`src/rtl/core/sih_pkg.sv`:
```
// package for the string id hash block
// constants for the key limit, start values, salt, masks and tail words
// no dependencies
`timescale 1ns / 1ps

package sih_pkg;

  localparam int MAX_WORDS = 64;
  localparam int CNT_W     = $clog2(MAX_WORDS + 1);

  localparam logic [31:0] TAIL_FIRST  = 32'h9BE7_4448;
  localparam logic [31:0] TAIL_SECOND = 32'h66F4_2C48;
  localparam logic [31:0] ROTOR_INIT  = 32'hF4FA_8928;
  localparam logic [31:0] LANE_X_INIT = 32'h37A8_470E;
  localparam logic [31:0] LANE_Y_INIT = 32'h7758_B42B;
  localparam logic [31:0] SALT        = 32'h267B_0B11;
  localparam logic [31:0] X_OR_MASK   = 32'h0204_0801;
  localparam logic [31:0] X_AND_MASK  = 32'hBFEF_7FDF;
  localparam logic [31:0] Y_OR_MASK   = 32'h0080_4021;
  localparam logic [31:0] Y_AND_MASK  = 32'h7DFE_FBFF;

  // control from the key sequencer to the round unit
  typedef struct packed {
    logic        start;
    logic        clear;
    logic [31:0] word;
  } mix_ctrl_t;

  // status from the round unit back to the sequencer
  typedef struct packed {
    logic idle;
    logic done;
  } mix_stat_t;

endpackage

```
`src/rtl/core/string_id_hash.sv`:
```
// string id hash top level: key word sequencer, result register, assertions
// depends on sih_pkg and sih_mix
//
// usage:
//   the host sends a key as 32-bit little-endian words on the input channel
//   (string_word, carries_word, last with in_valid / in_ready). carries_word
//   marks a real key word; last closes the key. a transaction with
//   carries_word = 0 and last = 1 hashes an empty key.
//   each closed key gives one transaction on the output channel
//   (hash_value, truncated with out_valid / out_ready).
// flow:
//   each key word is accepted and then runs one round in the round unit; the
//   input is not ready again until that round is done. the last transaction
//   adds two tail rounds and then loads the result into the output register.
//   a word past the 64-word limit, or a transaction without a word, runs no
//   word round. a round steps through phases because of the shared multiplier
//   in sih_mix: each round uses it twice and then folds the second product.
// reset:
//   rst clears the lanes, counters and output valid; the block is ready on
//   the first cycle after reset.
// stall:
//   the result register holds one finished hash; a new key is accepted and
//   hashed while it waits, and the block stalls only at the end of that key.
`timescale 1ns / 1ps

module string_id_hash
  import sih_pkg::*;
(
  input  logic        clk,
  input  logic        rst,
  input  logic [31:0] string_word,
  input  logic        carries_word,
  input  logic        last,
  input  logic        in_valid,
  output logic        in_ready,
  output logic [31:0] hash_value,
  output logic        truncated,
  output logic        out_valid,
  input  logic        out_ready
);

  localparam logic [2:0] S_IDLE  = 3'd0;
  localparam logic [2:0] S_WORD  = 3'd1;
  localparam logic [2:0] S_TAIL1 = 3'd2;
  localparam logic [2:0] S_TAIL2 = 3'd3;
  localparam logic [2:0] S_OUT   = 3'd4;

  logic [2:0]       state;
  logic             launched;
  logic             key_last;
  logic [31:0]      word;
  logic [CNT_W-1:0] words_taken;
  logic             overflowed;

  mix_ctrl_t   ctrl;
  mix_stat_t   stat;
  logic [31:0] mix_hash;
  logic        in_fire;
  logic        take_word;
  logic        round_state;
  logic        out_load;

  assign in_ready    = (state == S_IDLE);
  assign in_fire     = in_valid && in_ready;
  assign take_word   = carries_word && (words_taken < CNT_W'(MAX_WORDS));
  assign round_state = (state == S_WORD) || (state == S_TAIL1) || (state == S_TAIL2);
  assign out_load    = (state == S_OUT) && (!out_valid || out_ready);

  always_comb begin
    ctrl.start = round_state && !launched;
    ctrl.clear = out_load;
    unique case (state)
      S_TAIL1: ctrl.word = TAIL_FIRST;
      S_TAIL2: ctrl.word = TAIL_SECOND;
      default: ctrl.word = word;
    endcase
  end

  sih_mix u_mix (
    .clk  (clk),
    .rst  (rst),
    .ctrl (ctrl),
    .stat (stat),
    .hash (mix_hash)
  );

  always_ff @(posedge clk) begin
    if (rst) begin
      state       <= S_IDLE;
      launched    <= 1'b0;
      key_last    <= 1'b0;
      words_taken <= '0;
      overflowed  <= 1'b0;
      out_valid   <= 1'b0;
    end else begin
      if (ctrl.start) begin
        launched <= 1'b1;
      end else if (stat.done) begin
        launched <= 1'b0;
      end

      unique case (state)
        S_IDLE: begin
          if (in_fire) begin
            key_last <= last;
            if (carries_word && !take_word) begin
              overflowed <= 1'b1;
            end
            if (take_word) begin
              words_taken <= words_taken + CNT_W'(1);
              state       <= S_WORD;
            end else if (last) begin
              state <= S_TAIL1;
            end
          end
        end
        S_WORD: begin
          if (stat.done) begin
            state <= key_last ? S_TAIL1 : S_IDLE;
          end
        end
        S_TAIL1: begin
          if (stat.done) begin
            state <= S_TAIL2;
          end
        end
        S_TAIL2: begin
          if (stat.done) begin
            state <= S_OUT;
          end
        end
        S_OUT: begin
          if (out_load) begin
            words_taken <= '0;
            overflowed  <= 1'b0;
            state       <= S_IDLE;
          end
        end
        default: state <= S_IDLE;
      endcase

      if (out_load) begin
        out_valid <= 1'b1;
      end else if (out_ready) begin
        out_valid <= 1'b0;
      end
    end
  end

  always_ff @(posedge clk) begin
    if (in_fire) begin
      word <= string_word;
    end
    if (out_load) begin
      hash_value <= mix_hash;
      truncated  <= overflowed;
    end
  end

  // word counter never passes the key limit
  a_count_limit: assert property (@(posedge clk) disable iff (rst)
    words_taken <= CNT_W'(MAX_WORDS))
    else $error("word counter beyond limit");

  // the round unit is idle whenever a new transaction can be accepted
  a_idle_on_ready: assert property (@(posedge clk) disable iff (rst)
    in_ready |-> (stat.idle && !launched))
    else $error("round unit busy while ready");

  // a round is only started on an idle round unit
  a_start_idle: assert property (@(posedge clk) disable iff (rst)
    ctrl.start |-> stat.idle)
    else $error("round started while busy");

  // loading a result presents it next cycle and frees the input side
  a_load_out: assert property (@(posedge clk) disable iff (rst)
    out_load |=> (out_valid && in_ready && words_taken == '0))
    else $error("result load did not complete");

endmodule

```
`src/rtl/core/sih_mix.sv`:
```
// round unit: two hash lanes, rotor and one shared 32x32 multiplier
// a round steps through the idle, y multiply and y fold phases; depends on sih_pkg
`timescale 1ns / 1ps

module sih_mix
  import sih_pkg::*;
(
  input  logic        clk,
  input  logic        rst,
  input  mix_ctrl_t   ctrl,
  output mix_stat_t   stat,
  output logic [31:0] hash
);

  localparam logic [1:0] PH_IDLE   = 2'd0;
  localparam logic [1:0] PH_MUL_Y  = 2'd1;
  localparam logic [1:0] PH_FOLD_Y = 2'd2;

  logic [1:0]  phase;
  logic [31:0] lane_x;
  logic [31:0] lane_y;
  logic [31:0] rotor;
  logic [31:0] mul_y_op;
  logic [63:0] prod;

  logic [31:0] rotor_next;
  logic [31:0] round_key;
  logic [31:0] lx_w;
  logic [31:0] ly_w;
  logic [31:0] op_x;
  logic [31:0] op_y;
  logic [31:0] op_a;
  logic [31:0] op_b;
  logic [63:0] mul_out;
  logic [31:0] lo;
  logic [31:0] hi;
  logic [32:0] sum_x;
  logic [31:0] lane_x_next;
  logic [32:0] sum_y;
  logic [31:0] lane_y_next;

  always_comb begin
    rotor_next = {rotor[30:0], rotor[31]};
    round_key  = SALT ^ rotor_next;
    lx_w       = lane_x ^ ctrl.word;
    ly_w       = lane_y ^ ctrl.word;
    op_x       = ((round_key + ly_w) | X_OR_MASK) & X_AND_MASK;
    op_y       = ((round_key + lx_w) | Y_OR_MASK) & Y_AND_MASK;
  end

  // shared multiplier: x lane at round start, y lane in the cycle after
  always_comb begin
    if (phase == PH_IDLE) begin
      op_a = lx_w;
      op_b = op_x;
    end else begin
      op_a = lane_y;
      op_b = mul_y_op;
    end
    mul_out = {32'd0, op_a} * {32'd0, op_b};
  end

  always_comb begin
    lo          = prod[31:0];
    hi          = prod[63:32];
    // x fold: low + high + (high nonzero), then end-around carry
    sum_x       = {1'b0, lo} + {1'b0, hi} + {32'd0, (hi != 32'd0)};
    lane_x_next = sum_x[31:0] + {31'd0, sum_x[32]};
    // y fold: low + 2*high + top bit of high, plus two on carry out
    sum_y       = {1'b0, lo} + {1'b0, hi[30:0], 1'b0} + {32'd0, hi[31]};
    lane_y_next = sum_y[31:0] + {30'd0, sum_y[32], 1'b0};
  end

  always_ff @(posedge clk) begin
    if (rst) begin
      phase  <= PH_IDLE;
      lane_x <= LANE_X_INIT;
      lane_y <= LANE_Y_INIT;
      rotor  <= ROTOR_INIT;
    end else begin
      unique case (phase)
        PH_IDLE: begin
          if (ctrl.clear) begin
            lane_x <= LANE_X_INIT;
            lane_y <= LANE_Y_INIT;
            rotor  <= ROTOR_INIT;
          end else if (ctrl.start) begin
            lane_y <= ly_w;
            rotor  <= rotor_next;
            phase  <= PH_MUL_Y;
          end
        end
        PH_MUL_Y: begin
          lane_x <= lane_x_next;
          phase  <= PH_FOLD_Y;
        end
        PH_FOLD_Y: begin
          lane_y <= lane_y_next;
          phase  <= PH_IDLE;
        end
        default: phase <= PH_IDLE;
      endcase
    end
  end

  always_ff @(posedge clk) begin
    if ((phase == PH_IDLE && ctrl.start && !ctrl.clear) || phase == PH_MUL_Y) begin
      prod <= mul_out;
    end
    if (phase == PH_IDLE) begin
      mul_y_op <= op_y;
    end
  end

  assign stat.idle = (phase == PH_IDLE);
  assign stat.done = (phase == PH_FOLD_Y);
  assign hash      = lane_x ^ lane_y;

endmodule

```
`config.mk`:
```
export PLATFORM = sky130hd
export DESIGN_NAME = string_id_hash
export DESIGN_NICKNAME = d
export VERILOG_FILES = /design/src/rtl/core/sih_pkg.sv /design/src/rtl/core/string_id_hash.sv /design/src/rtl/core/sih_mix.sv
export SDC_FILE = /design/constraint.sdc
export NUM_CORES = 2
export LEC_CHECK = 0
export ABC_AREA = 1
export BUFFER_PORTS_ARGS = -buffer_cell sky130_fd_sc_hd__buf_2
export CAP_MARGIN = 20
export CORE_MARGIN = 1.5
export CORE_UTILIZATION = 67
export DETAILED_ROUTE_END_ITERATION = 12
export PLACE_DENSITY = 0.86
export SYNTH_ARGS = -nofsm -noshare
export SYNTH_HDL_FRONTEND = slang
export SYNTH_SLANG_ARGS = --single-unit
```
`constraint.sdc`:
```
create_clock -name clk -period 10.3 [get_ports clk]
set_input_delay 0.515 -clock clk [delete_from_list [all_inputs] [get_ports clk]]
set_output_delay 0.515 -clock clk [all_outputs]
set_load 0.02 [all_outputs]
```
==> impl_summary.txt <==
----------------------------------------------------
[Layout]
  Fraction of layout instances using a drive strength above 1 ... 0.0685
  Number of standard cells in the layout, taps in and fillers out ... 7,992
  Layout Area Growth over Synthesis ... 7.53%
  Number of fillers in the final layout ... around 5,900
  Net count of the finished layout ... 8,253

[Floorplanning]
  Floorplan die height ... about 280 um
  Ports ... between 70 and 80
  Site Rows ... a little over 100
  Initial cell density of the core ... 0.678
  Horizontal die dimension ... ~280 um
  Floorplan die area ... about 0.08 mm2
  Placeable core region ... just under 0.08 mm2

[Hold path]
  Worst hold-check path type ... in2reg
  Hold path startpoint ... string_word[23]

[Yosys]
  Share of Yosys cell area claimed by the top area cell type ... 0.342
  Number of flops mapped to enable cells by yosys ... about 150
  Syn Area/Cell ... 7.78 um2
  Cell types with the largest area share after synthesis ... fa_1 (34%), inv_1 (11%), nand2_1 (9.9%)
  Async SR Flop Fraction ... 0
  Cell area after synthesis ... roughly 0.053 mm2
  Post-synthesis cell type count ... 59
  Synthesis warning total ... 0
  Post-Syn Instances ... ~6,800
  Top post-synthesis cells by count ... inv_1 (1,529), nand2_1 (1,392), fa_1 (901)
  Most area-hungry cell type in the Yosys netlist ... fa_1
  Most common cell in the netlist ... inv_1
  Post-Syn Nets ... approximately 8,100
  FF+latch count, synth ... around 270
  Commonest register cell after synthesis ... edfxtp_1
  Register area share after synthesis ... 0.130

[Clocking]
  Clock Sinks ... approximately 270
  Root cell of the clock tree ... clkbuf_16
  Post-CTS Hold Fix Bufs ... 0
  H-tree lvl count ... 1
  Source-to-sink clock delay at the later pin of the worst-skew pair ... about 0.61 ns
  Number of CTS-inserted buffers ... 28
  Maximum buffer depth of the clock tree ... 3
  Clock tree from TritonCTS ... yes
  Clock transition time at the flip-flop clock pins of the worst setup and hold paths ... ~0.08 ns

[Run]
  Number of maximum-capacitance constraint violations ... 0

[Critical path]
  Required time of the worst setup path ... approximately 11 ns
  Critical path startpoint ... state[2]
  Worst setup EP type ... register
  Sort of element at the start of the critical path ... register
  CP max-delay cell ... fa_1
  Most repeated library cell on the critical path ... fa_1
  Worst path arrival time ... roughly 11 ns
  R2R Path Start ... state[2]
  CP max FO ... 16
  Category of the most critical setup path ... reg2reg
  Critical Path Max Stage Delay ... around 0.56 ns

[GRT]
  Initial antenna violation count ... 13
  Largest net degree at the start of global routing ... between 100 and 150
  Global-route usage over all layers ... 0.534
  Grt total ovfl ... 0
  Global-route wire length before repair ... approximately 310,000 um
  Vias in the first global route ... ~50,000

[Run status]
  Outcome ... completed

[Place]
  Dpl hpwl ... 176,000 um
  Placed cell count ... 7,924
  Count of buffers inserted at the top-level ports ... 72
  Weighted congestion at the end of routability-driven global placement ... approximately 1.1

[STA]
  Max Slew Vio Count ... 0
  Worst slack on hold paths ... between 0.07 and 0.08 ns
  Setup skew after layout ... about 0.052 ns
  Final Hold Viols ... 0
  Post-route fraction of the period consumed by the critical path ... 0.993
  Shortest period the worst path allows ... a little over 10 ns
  Upper clock frequency limit ... around 0.098 GHz
  Rel. slew slack ... 0.242
  Final number of setup-violating endpoints ... 0
  Transition at the pin with the smallest max-transition slack ... approximately 1.1 ns

[Detailed routing]
  Detail-routed via count per cell ... 6.36
  Drt drc ... 0
  Post-DRT Antenna Nets ... 0
  Average wire length per cell after detail routing ... around 27 um
  DR pass1 iterations ... 13
  Number of DRC markers after the initial detailed-route iteration ... roughly 7,500
  Via count ... about 51,000
  Overall routed net length ... between 200,000 and 250,000 um

----------------------------------------------------
==> cell usage in the layout, fill, tap and decap left out, types with 11 or more instances in the layout <==
cell,instances
inv_1,1524
nand2_1,1390
fa_1,900
nor2_1,749
ha_1,387
nand3_1,294
a21oi_1,232
buf_4,215
o21ai_0,177
edfxtp_1,153
xor2_1,141
dfxtp_1,110
buf_2,72
xnor2_1,65
nand4_1,62
a31oi_1,47
nor3_1,43
clkbuf_16,28
or2_2,20
o21bai_1,20
o221ai_1,20
nand3b_1,17
clkinv_1,16
o211ai_1,16
o21ai_1,14
nand2_2,13
nor4_1,12
a21boi_0,11
nand3_2,11
==> per-stage QoR <==
step / cell area, um2 / utilization / setup TNS, ns / worst slack, ns
2_1_floorplan: 52700 / - / 0 / 1.30
3_3_place_gp: 55300 / 0.712 / 0 / 0.254
3_5_place_dp: 55300 / 0.712 / 0 / 0.0478
4_1_cts: 56300 / 0.725 / 0 / 0.0152
5_1_grt: 56700 / 0.729 / -0.362 / -0.0905
6_report: 56700 / 0.729 / 0 / 0.0679
==> worst max-delay path, delay by kind of cell (launching register included) <==
family                     cells  cell delay [ns]
DFF                            1             0.39
AOI/OAI and AO/OA              5             0.98
buffers and inverters         11             1.91
xor gates and xnor gates       3             0.38
adders and majority gates     10             4.63
and+or+nand+nor               14             1.65
==> logic make-up (layout without fill, tap and decap cells) <==
group	Yosys count	after routing	synth area share
flops	265	265	0.130
fa+ha+maj	1291	1291	0.435
xor+xnor	208	208	0.0347
other cells	0	6	0
compound gates	615	615	0.0671
simple gates	2654	2654	0.207
buf+inv	1742	1913	0.127
==> per-layer routing <==
layer / GRT usage / vias up / wire, um
met5: 0 / - / 60
met4: 0.402 / 10 / 22300
met3: 0.243 / 1430 / 38300
met2: 0.736 / 4583 / 84300
met1: 0.655 / 23900 / 71200
li1: - / 20900 / -
==> registers in the layout (all words and copies together), names as in the netlist, 2 cells and up <==
name	flops
hash_value	32
state	3
u_mix.lane_x	32
u_mix.lane_y	32
u_mix.mul_y_op	24
u_mix.phase	2
u_mix.prod	64
u_mix.rotor	32
word	32
words_taken	7
==> worst paths after layout <==
kind / slack (ns) / cells after the start / endpoint
setup reg to reg: 0.07 / 43 / u_mix.prod[58]
setup / recovery: 0.07 / 43 / u_mix.prod[58]
hold / removal: 0.07 / 1 / word[23]
hold reg to reg: 0.44 / 0 / truncated
==> repair_timing <==
action / CTS / global route
gates cloned: 0 / 1
gates resized for setup: 1 / 71
pin swaps: 0 / 2
setup buffers: 0 / 7
setup endpoints to repair: 4 / 38
hold endpoints to repair: 0 / 0
==> layout make-up <==
cell class / instances / area (um2) / share of cell area
Multi-Input combinational cell: 4768 / 39400 / 0.695
Sequential cell: 265 / 6840 / 0.121
Clock buffer: 33 / 739 / 0.0130
Inverter: 1553 / 5860 / 0.103
Tap cell: 1040 / 1300 / 0.0230
Antenna cell: 6 / 15.0 / 0.000265
Timing Repair Buffer: 308 / 2330 / 0.0411
Clock inverter: 19 / 223 / 0.00393
Power is not shown: default switching activity piles up to over one toggle a cycle in this logic, so the estimate is an artifact.
